$ cat config.mk
export PLATFORM = sky130hd
export DESIGN_NAME = calendar_to_epoch_time
export DESIGN_NICKNAME = d
export VERILOG_FILES = /design/src/rtl/c2e_pkg.sv /design/src/rtl/c2e_ctrl.sv /design/src/rtl/c2e_datapath.sv /design/src/rtl/calendar_to_epoch_time.sv
export SDC_FILE = /design/constraint.sdc
export NUM_CORES = 2
export LEC_CHECK = 0
export CORE_ASPECT_RATIO = 0.6
export CORE_MARGIN = 1
export CORE_UTILIZATION = 47
export CTS_BUF_LIST = sky130_fd_sc_hd__clkbuf_4 sky130_fd_sc_hd__clkbuf_8 sky130_fd_sc_hd__clkbuf_16
export DETAILED_ROUTE_END_ITERATION = 6
export DONT_BUFFER_PORTS = 1
export GPL_TIMING_DRIVEN = 1
export HOLD_SLACK_MARGIN = 0.05
export PLACE_DENSITY = 0.58
export RECOVER_POWER = 50
export SYNTH_ARGS = -nofsm -noshare
export SYNTH_HDL_FRONTEND = slang
export SYNTH_HIERARCHICAL = 1
export SYNTH_SLANG_ARGS = --single-unit
$ cat constraint.sdc
create_clock -name clk_i -period 15 [get_ports clk_i]
set_input_delay 0.75 -clock clk_i [delete_from_list [all_inputs] [get_ports clk_i]]
set_output_delay 0.75 -clock clk_i [all_outputs]
set_load 0.02 [all_outputs]
$ cat src/rtl/c2e_pkg.sv
// Package for the calendar to epoch time converter.
// Holds shared constants, the month offset table and the controller command type.
// No dependencies.
package c2e_pkg;

  localparam int unsigned YearW   = 14;
  localparam int unsigned MonthW  = 4;
  localparam int unsigned DayW    = 5;
  localparam int unsigned HourW   = 5;
  localparam int unsigned MinuteW = 6;
  localparam int unsigned SecondW = 6;
  localparam int unsigned MilliW  = 10;
  localparam int unsigned OutW    = 49;
  localparam int unsigned DaysW   = 24;
  localparam int unsigned SecsW   = 41;
  localparam int unsigned LeapW   = 13;

  localparam int unsigned Recip100   = 5243;
  localparam int unsigned Recip100Sh = 19;
  localparam int unsigned EpochYear  = 1970;
  localparam int unsigned LeapsBeforeEpoch = 478;
  localparam longint unsigned AltEpochMs = 64'd47313240000;

  localparam logic [MonthW-1:0] MonthFeb = 4'd2;
  localparam logic [MonthW-1:0] MonthDec = 4'd12;

  localparam logic CfgAddrEpochSel = 1'b0;

  typedef struct packed {
    logic load;
    logic en_div;
    logic en_days;
    logic en_secs;
    logic en_ms;
  } c2e_cmd_t;

  function automatic logic [8:0] days_before_month(input logic [MonthW-1:0] month);
    logic [8:0] d;
    case (month)
      4'd1:    d = 9'd0;
      4'd2:    d = 9'd31;
      4'd3:    d = 9'd59;
      4'd4:    d = 9'd90;
      4'd5:    d = 9'd120;
      4'd6:    d = 9'd151;
      4'd7:    d = 9'd181;
      4'd8:    d = 9'd212;
      4'd9:    d = 9'd243;
      4'd10:   d = 9'd273;
      4'd11:   d = 9'd304;
      4'd12:   d = 9'd334;
      default: d = 9'd0;
    endcase
    return d;
  endfunction

endpackage

$ cat src/rtl/c2e_ctrl.sv
// Controller for the calendar to epoch time converter.
// Sequences the datapath through its four steps and raises the result strobe.
// Depends on c2e_pkg.
module c2e_ctrl import c2e_pkg::*; (
  input  logic     clk_i,
  input  logic     rst_ni,
  input  logic     start,
  output logic     busy,
  output logic     done_o,
  output c2e_cmd_t cmd_o
);

  typedef enum logic [2:0] {
    StIdle,
    StDiv,
    StDays,
    StSecs,
    StMs
  } state_e;

  state_e state_q;
  logic   done_q;

  always_ff @(posedge clk_i or negedge rst_ni) begin
    if (!rst_ni) begin
      state_q <= StIdle;
      done_q  <= 1'b0;
    end else begin
      done_q <= 1'b0;
      case (state_q)
        StIdle: begin
          if (start) begin
            state_q <= StDiv;
          end
        end
        StDiv:  state_q <= StDays;
        StDays: state_q <= StSecs;
        StSecs: state_q <= StMs;
        StMs: begin
          state_q <= StIdle;
          done_q  <= 1'b1;
        end
        default: state_q <= StIdle;
      endcase
    end
  end

  assign busy          = (state_q != StIdle);
  assign done_o        = done_q;
  assign cmd_o.load    = start && (state_q == StIdle);
  assign cmd_o.en_div  = (state_q == StDiv);
  assign cmd_o.en_days = (state_q == StDays);
  assign cmd_o.en_secs = (state_q == StSecs);
  assign cmd_o.en_ms   = (state_q == StMs);

endmodule

$ cat src/rtl/c2e_datapath.sv
// Datapath for the calendar to epoch time converter.
// Leap counts, day count, seconds and milliseconds, one registered step each.
// Depends on c2e_pkg.
module c2e_datapath import c2e_pkg::*; (
  input  logic                      clk_i,
  input  c2e_cmd_t                  cmd_i,
  input  logic                      epoch_sel_i,
  input  logic [YearW-1:0]          year_value_i,
  input  logic [MonthW-1:0]         month_value_i,
  input  logic [DayW-1:0]           day_value_i,
  input  logic [HourW-1:0]          hour_value_i,
  input  logic [MinuteW-1:0]        minute_value_i,
  input  logic [SecondW-1:0]        second_value_i,
  input  logic [MilliW-1:0]         milli_value_i,
  output logic signed [OutW-1:0]    epoch_ms_o,
  output logic                      bad_month_o
);

  logic [YearW-1:0]   year_q;
  logic [MonthW-1:0]  month_q;
  logic [DayW-1:0]    day_q;
  logic [HourW-1:0]   hour_q;
  logic [MinuteW-1:0] minute_q;
  logic [SecondW-1:0] second_q;
  logic [MilliW-1:0]  milli_q;
  logic               sel_q;
  logic               bad_q;

  logic [LeapW-1:0]        leaps_q, leaps_d;
  logic [7:0]              cy100_q, cy100_d;
  logic signed [DaysW-1:0] days_q, days_d;
  logic signed [SecsW-1:0] secs_q, secs_d;
  logic signed [OutW-1:0]  ms_q, ms_d;
  logic                    bad_out_q;

  // Step one: leap years before the given year, and the year divided by 100.
  logic [YearW-1:0] prev_year;
  logic [YearW-3:0] prev_q4;
  logic [26:0]      prod_p100;
  logic [24:0]      prod_p400;
  logic [26:0]      prod_y100;
  logic [7:0]       p100;
  logic [5:0]       p400;

  always_comb begin
    prev_year = year_q - YearW'(1);
    prev_q4   = prev_year[YearW-1:2];
    prod_p100 = 27'(prev_year) * 27'(Recip100);
    prod_p400 = 25'(prev_q4) * 25'(Recip100);
    prod_y100 = 27'(year_q) * 27'(Recip100);
    p100      = prod_p100[Recip100Sh +: 8];
    p400      = prod_p400[Recip100Sh +: 6];
    cy100_d   = prod_y100[Recip100Sh +: 8];
    if (year_q == '0) begin
      leaps_d = '0;
    end else begin
      leaps_d = LeapW'(prev_q4) - LeapW'(p100) + LeapW'(p400) + LeapW'(1);
    end
  end

  // Step two: day count relative to the epoch year.
  logic [YearW-1:0]        hundreds;
  logic                    cent;
  logic                    is_leap;
  logic signed [DaysW-1:0] yr_off;
  logic signed [DaysW-1:0] extra;

  always_comb begin
    hundreds = YearW'(14'(cy100_q) * 14'd100);
    cent     = (hundreds == year_q);
    is_leap  = ((year_q[1:0] == 2'b00) && !cent) || (cent && (cy100_q[1:0] == 2'b00));
    yr_off   = $signed(DaysW'(year_q)) - $signed(DaysW'(EpochYear));
    extra    = (is_leap && (month_q > MonthFeb)) ? DaysW'(1) : '0;
    days_d   = DaysW'(yr_off * $signed(DaysW'(365)))
             + $signed(DaysW'(leaps_q))
             - $signed(DaysW'(LeapsBeforeEpoch))
             + $signed(DaysW'(days_before_month(month_q)))
             + extra
             + $signed(DaysW'(day_q))
             - $signed(DaysW'(1));
  end

  // Step three: seconds.
  always_comb begin
    secs_d = SecsW'($signed({{(SecsW-DaysW){days_q[DaysW-1]}}, days_q})
                    * $signed(SecsW'(86400)))
           + $signed(SecsW'(SecsW'(hour_q) * SecsW'(3600)))
           + $signed(SecsW'(SecsW'(minute_q) * SecsW'(60)))
           + $signed(SecsW'(second_q));
  end

  // Step four: milliseconds and epoch offset.
  always_comb begin
    ms_d = OutW'($signed({{(OutW-SecsW){secs_q[SecsW-1]}}, secs_q})
                 * $signed(OutW'(1000)))
         + $signed(OutW'(milli_q));
    if (sel_q) begin
      ms_d = ms_d - $signed(OutW'(AltEpochMs));
    end
    if (bad_q) begin
      ms_d = '0;
    end
  end

  always_ff @(posedge clk_i) begin
    if (cmd_i.load) begin
      year_q   <= year_value_i;
      month_q  <= month_value_i;
      day_q    <= day_value_i;
      hour_q   <= hour_value_i;
      minute_q <= minute_value_i;
      second_q <= second_value_i;
      milli_q  <= milli_value_i;
      sel_q    <= epoch_sel_i;
      bad_q    <= (month_value_i == '0) || (month_value_i > MonthDec);
    end
    if (cmd_i.en_div) begin
      leaps_q <= leaps_d;
      cy100_q <= cy100_d;
    end
    if (cmd_i.en_days) begin
      days_q <= days_d;
    end
    if (cmd_i.en_secs) begin
      secs_q <= secs_d;
    end
    if (cmd_i.en_ms) begin
      ms_q      <= ms_d;
      bad_out_q <= bad_q;
    end
  end

  assign epoch_ms_o  = ms_q;
  assign bad_month_o = bad_out_q;

endmodule

$ cat src/rtl/calendar_to_epoch_time.sv
// Calendar to epoch time converter, top level with the configuration register.
// The result strobe done_o follows the start transfer through the states StDiv,
// StDays, StSecs and StMs; a new start is taken only back in StIdle.
// busy is high in the four datapath steps; the receiver cannot stall results.
// Reset clears the controller and sets epoch_select to zero (Unix epoch).
// Depends on c2e_pkg, c2e_ctrl and c2e_datapath.
module calendar_to_epoch_time import c2e_pkg::*; (
  input  logic                   clk_i,
  input  logic                   rst_ni,
  input  logic                   psel,
  input  logic                   penable,
  input  logic                   pwrite,
  input  logic                   paddr,
  input  logic [31:0]            pwdata,
  output logic [31:0]            prdata,
  output logic                   pready,
  input  logic                   start,
  output logic                   busy,
  input  logic [YearW-1:0]       year_value_i,
  input  logic [MonthW-1:0]      month_value_i,
  input  logic [DayW-1:0]        day_value_i,
  input  logic [HourW-1:0]       hour_value_i,
  input  logic [MinuteW-1:0]     minute_value_i,
  input  logic [SecondW-1:0]     second_value_i,
  input  logic [MilliW-1:0]      milli_value_i,
  output logic                   done_o,
  output logic signed [OutW-1:0] epoch_ms_o,
  output logic                   bad_month_o
);

  logic     epoch_sel_q;
  c2e_cmd_t cmd;

  always_ff @(posedge clk_i or negedge rst_ni) begin
    if (!rst_ni) begin
      epoch_sel_q <= 1'b0;
    end else if (psel && penable && pwrite && (paddr == CfgAddrEpochSel)) begin
      epoch_sel_q <= pwdata[0];
    end
  end

  assign pready = 1'b1;
  assign prdata = (paddr == CfgAddrEpochSel) ? {31'b0, epoch_sel_q} : '0;

  c2e_ctrl u_ctrl (
    .clk_i  (clk_i),
    .rst_ni (rst_ni),
    .start  (start),
    .busy   (busy),
    .done_o (done_o),
    .cmd_o  (cmd)
  );

  c2e_datapath u_datapath (
    .clk_i          (clk_i),
    .cmd_i          (cmd),
    .epoch_sel_i    (epoch_sel_q),
    .year_value_i   (year_value_i),
    .month_value_i  (month_value_i),
    .day_value_i    (day_value_i),
    .hour_value_i   (hour_value_i),
    .minute_value_i (minute_value_i),
    .second_value_i (second_value_i),
    .milli_value_i  (milli_value_i),
    .epoch_ms_o     (epoch_ms_o),
    .bad_month_o    (bad_month_o)
  );

  a_done_idle: assert property (@(posedge clk_i) disable iff (!rst_ni)
    done_o |-> !busy) else $error("result strobe while busy");

  a_start_busy: assert property (@(posedge clk_i) disable iff (!rst_ni)
    (start && !busy) |=> busy) else $error("start transfer did not raise busy");

  a_done_pulse: assert property (@(posedge clk_i) disable iff (!rst_ni)
    done_o |=> !done_o) else $error("result strobe longer than one cycle");

  a_bad_zero: assert property (@(posedge clk_i) disable iff (!rst_ni)
    (done_o && bad_month_o) |-> (epoch_ms_o == '0)) else $error("bad month with nonzero result");

  a_done_after_work: assert property (@(posedge clk_i) disable iff (!rst_ni)
    $rose(done_o) |-> $past(busy)) else $error("result strobe without conversion");

endmodule
# Yosys cells after proc, flatten, opt, wreduce, memory -nomap -nowiden

Memory sizes are Yosys's and may differ from the RTL's. A register that Yosys moved wholly into a read port is not among the register bits.
Cells that the tools add are included.

Bits in registers: 193
Memory bits (read-only): 144
Bits of input ports: 89
Memories kept: 1

Memories:

| memory           | words | bits a word | read ports | clocked after memory_dff | write ports | RTL line      | RTL |
|---|---|---|---|---|---|---|---|
| (name not given) | 16    | 9           | 1          | 1                        | 0           | c2e_pkg.sv:39 | `case (month)` |

$add $sub $neg: 16
Multipliers: 9
Order comparisons: 2
Equal/unequal tests: 6
Muxes and demuxes: 7
Bitwise logic cells: 1
Reductions and logical operators: 16

Operator list:

| operator                 | count |
|---|---|
| $mul A14 B13 Y27 const B | 2 |
| $add A49 B11 Y49         | 1 |
| $mux W49                 | 1 |
| $sub A49 B37 Y49 const B | 1 |
| $mul A41 B8 Y46 const B  | 1 |
| $add A41 B13 Y41         | 1 |
| $add A41 B18 Y41         | 1 |
| $add A41 B7 Y41          | 1 |
| $mul A24 B11 Y34 const B | 1 |
| $mul A12 B13 Y25 const B | 1 |
| $add A24 B10 Y24         | 1 |
| $add A24 B14 Y24         | 1 |
| $add A24 B24 Y24         | 1 |
| $add A24 B6 Y24          | 1 |
| $mul A24 B10 Y24 const B | 1 |
| $sub A24 B10 Y24 const B | 1 |
| $sub A24 B2 Y24 const B  | 1 |
| $sub A14 B11 Y15 const B | 1 |
| $eq A14 B14 Y1           | 1 |
| $logic_not A14 Y1        | 1 |
| $sub A14 B1 Y14 const B  | 1 |
| $add A13 B1 Y13 const B  | 1 |
| $add A13 B6 Y13          | 1 |
| $mul A5 B8 Y13 const B   | 1 |
| 21 further kinds         | 32 |

# Longest topological paths before layout

Word-level depth: 10
Mapped depth: 49
Gate-level depth less buffers: 49

# By module

The synthesis kept the hierarchy.

By module, submodules not included:

| module                 | instances | cells an instance | area an instance (um^2) |
|---|---|---|---|
| c2e_datapath           | 1         | 4054              | 39056.2 |
| calendar_to_epoch_time | 1         | 38                | 301.5 |
| c2e_ctrl               | 1         | 18                | 198.9 |

# Least setup slack after synthesis

Ideal clock, no wire load.

Path type: register to register
Start point: reg u_datapath.year_q[1]
End point: reg u_datapath.leaps_q[12] (data pin)
Data arrival time: 9734 ps
Slack: 5008 ps
Cell stages (with the launch flop): 50
Cells stage by stage: edfxtp_1 -> inv_1 -> ha_1 -> inv_1 -> a21oi_1 -> o21ai_0 -> nand2_1 -> nand2_1 -> a21boi_0 -> nand3_1 -> xnor2_1 -> inv_1 -> ha_1 -> inv_1 -> ha_1 -> or2_2 -> ha_1 -> inv_1 -> (+14 left out) -> and2_1 -> o21a_1 -> or2_2 -> fa_1 -> inv_1 -> ha_1 -> a21o_1 -> a21o_1 -> a21oi_1 -> o21bai_1 -> a21oi_1 -> o21bai_1 -> a21oi_1 -> nor2_1 -> nor2_1 -> o21bai_1 -> xnor2_1 -> nor2_1

Cells in the longest elaborated chain, start to end: 5
Elaborated cells between the ends (all ways): 7
Classes of those cells: add/sub: 4; mul: 2; reduce/logical: 1

Ends and longest elaborated chain:

| what                   | RTL line            | RTL |
|---|---|---|
| from (decl)            | c2e_datapath.sv:19  | `logic [YearW-1:0] year_q;` |
| from (signal assigned) | c2e_datapath.sv:107 | `year_q <= year_value_i;` |
| $sub A14 B1 Y14        | c2e_datapath.sv:46  | `prev_year = year_q - YearW'(1);` |
| $mul A14 B13 Y27       | c2e_datapath.sv:48  | `prod_p100 = 27'(prev_year) * 27'(Recip100);` |
| $sub A12 B8 Y13        | c2e_datapath.sv:57  | `leaps_d = LeapW'(prev_q4) - LeapW'(p100) + LeapW'(p400) + LeapW'(1);` |
| $add A13 B6 Y13        | c2e_datapath.sv:57  |  |
| $add A13 B1 Y13        | c2e_datapath.sv:57  |  |
| to (signal assigned)   | c2e_datapath.sv:118 | `leaps_q <= leaps_d;` |
| to (decl)              | c2e_datapath.sv:29  | `logic [LeapW-1:0] leaps_q, leaps_d;` |

Several ways; a longest one is shown, not always the timed one.
A chain may end at the register's enable or synchronous reset.

# Worst setup path in the final report

Start point: reg u_datapath.year_q[2]
End point: reg u_datapath.leaps_q[12] (data pin)

Same word-level chain as after synthesis.

==> results.py <==
metrics = {
    "status": {
        "status": "finished, violations left",
        "violations": "max-capacitance violations, max-slew violations",
    },
    "worst_setup_path": {
        "startpoint_type": "flip-flop",
        "crit_arrival_ns": 11.88,
        "crit_path_end_kind": "flip-flop",
        "crit_type": "reg -> reg",
        "cpMaxStageDelayCell": "edfxtp_1",
        "crit_path_max_incr_delay_ns": 0.62,
        "r2r_setup_slack_ns": 3.45,
        "critPathMaxFanout": 8,
        "cp.required_ns": 15.33,
        "crit_top_cell": "inv_1",
    },
    "cells_and_area": {
        "multi_input_area_sq_mm": 0.0293,
        "regArea_sq_mm": 0.00595,
        "stdcell_count": 5270,
        "drive_above_1_share_pct": 3.42,
        "fillers": 7639,
        "fin_nets": 5453,
        "fin_util_pct": 50.8,
        "syn2layout_area_growth_pct": 5.73,
    },
    "synth": {
        "synth_most_common_cell": "inv_1",
        "synthTopCellsByCount": "1068 x inv_1, 726 x ha_1, 509 x fa_1, 210 x xnor2_1, 188 x edfxtp_1",
        "synth.area.top_cells": "fa_1 26%, ha_1 23%, edfxtp_1 14%, inv_1 10%, xnor2_1 4.6%",
        "synth_area_sq_mm": 0.0396,
        "yosys_warnings": 6,
        "yosysSeqAreaShare_pct": 15.0,
        "async_flop_share_pct": 2.48,
        "synth_edf_count": 188,
        "ys.flop_type": "edfxtp_1",
        "synth_seq_cells": 202,
        "yosysTopAreaCellShare_pct": 25.8,
        "avgSynthCellArea_sq_um": 9.62,
        "netlist_instances": 4110,
        "yosysTopAreaCell": "fa_1",
        "synthDistinctLibCells": 102,
    },
    "placement": {
        "gp_congestion": 0.906,
        "dp.cells": 5221,
        "dpl.hpwl_microns": 84700,
        "io_buffers": 0,
    },
    "grt": {
        "grt_pass1_vias": 25900,
        "gr-usage-all-layers_pct": 23.5,
        "grt_max_degree": 58,
        "overflow": 0,
        "grt_pass1_wl_microns": 153000,
        "grt_antenna_before_repair": 11,
    },
    "cts": {
        "cts_tree": "done",
        "ctsResizeCount": 0,
        "cts_hold_buf": 1,
        "cts_max_path_buffers": 3,
        "clock_sinks": 202,
        "cts_buffers": 25,
        "clk_root_buffer_cell": "clkbuf_16",
        "h-tree-depth": 1,
        "path_clk_slew_ns": 0.08,
        "cts_setup_buffers": 0,
        "clk-insertion-delay-late_ns": 0.61,
    },
    "routing": {
        "met2_length_microns": 31100,
        "drcViolationCount": 0,
        "drt_iter0_markers": 2099,
        "met1Wirelength_microns": 55100,
        "vias": 27200,
        "avgRoutedWirePerCell_microns": 18.6,
        "wl_met3_microns": 10600,
        "routed_wl_microns": 97800,
        "dr.pass1.iters": 5,
        "topRoutingLayerUsed": "met5",
        "postRouteAntennaNets": 0,
        "via_per_inst": 5.17,
    },
    "sta": {
        "fmax_mhz": 86.6,
        "hold_violations": 0,
        "fin_crit_sh_pct": 77.0,
        "setup_viol": 0,
        "drv_slew": 170,
        "worst_pin_slew_ns": 2.81,
        "final.min_clock_period_ns": 11.55,
        "rsz0062_at_grt": "no",
        "setup_tns_ns": 0,
        "finClkSkew_ns": 0.0251,
        "max-slew-margin-rel_pct": -87.4,
    },
    "floorplanning": {
        "start_util_pct": 48.0,
        "die_h_microns": 227,
        "core_area_sq_mm": 0.0824,
        "die_w_microns": 377,
        "rows": 81,
        "dieArea_sq_mm": 0.0854,
        "io_pins": 174,
    },
    "run": {
        "maxCapViolCount": 4,
    },
    "hold_path": {
        "hold_class": "in -> reg",
    },
}
==> worst max-delay path: cells and delay by family, from the launching register on <==
kind,cells,cell delay [ns]
compound gates,17,3.79
fa+ha+maj,10,3.56
simple gates,11,1.67
buf+inv,10,1.20
flops,1,0.62
xor+xnor,2,0.37
==> logic make-up after synthesis <==
group           share of synthesized area, %
fa+ha+maj                               48.7
buf+inv                                 11.3
simple gates                            8.88
compound gates                          9.26
xor+xnor                                6.22
flops                                   15.0
mux                                    0.547
other cells                           0.0190
==> routing by layer <==
metal	up-vias	global-route usage, %
li1	13300	-
met1	13000	40.9
met2	813	26.1
met3	43	8.15
met4	8	2.35
met5	-	1.03
==> layout by cell type, fill, tap and decap left out, types with 17 or more instances in the layout <==
cell,n
o21a_1,24
fa_1,509
nand3_1,60
or3_1,18
clkbuf_16,25
edfxtp_1,188
conb_1,32
xor2_1,69
buf_4,30
a21oi_1,140
inv_1,1068
nor3_1,76
nor2_1,185
nand4_1,34
o211ai_1,25
xnor2_1,207
nand2_1,127
ha_1,726
o21bai_1,31
o21ai_0,84
and3_1,26
a31oi_1,21
nor2b_1,26
a211oi_1,20
a21o_1,66
and2_1,20
nor4_1,17
==> sequential cells by signal, indices dropped and copies added (netlist names), 8 cells and up, named ones only <==
signal	count
u_datapath/epoch_ms_o	49
u_datapath/days_q	24
u_datapath/cy100_q	8
u_datapath/leaps_q	13
u_datapath/year_q	14
u_datapath/secs_q	41
u_datapath/milli_q	10
==> final timing paths <==
kind                                        startpoint                     end  depth (start not counted)
worst min-delay path                    day_value_i[0]     u_datapath/day_q[0]                          0
min in group asynchronous                       rst_ni       u_ctrl/state_q[2]                          1
worst max register to register    u_datapath/year_q[2]  u_datapath/leaps_q[12]                         50
worst max-delay path              u_datapath/year_q[2]  u_datapath/leaps_q[12]                         50
worst min register to register  u_datapath/second_q[0]    u_datapath/secs_q[0]                          0
max in group asynchronous                       rst_ni           u_ctrl/done_o                          1
==> per-stage QoR <==
stage	hold WS (ns)	setup slack (ns)	cell area (sq um)
6_report	0.225	3.45	41800
5_1_grt	0.193	2.74	41800
4_1_cts	0.180	3.55	41900
3_5_place_dp	0.413	3.58	40900
3_3_place_gp	0.408	3.88	40900
2_1_floorplan	0.400	5.01	39700
==> cell type report <==
type / count / share of cell area [%]
Multi-Input combinational cell: 2794 / 70.0
Sequential cell: 202 / 14.2
Inverter: 1070 / 9.60
Tap cell: 1120 / 3.35
Clock buffer: 28 / 1.55
Clock inverter: 18 / 0.664
Timing Repair Buffer: 36 / 0.607
Antenna cell: 2 / 0.0120
Power is left out: the tool's default activity adds up to more than one toggle a clock period on the data nets, which glitch-free logic cannot reach.
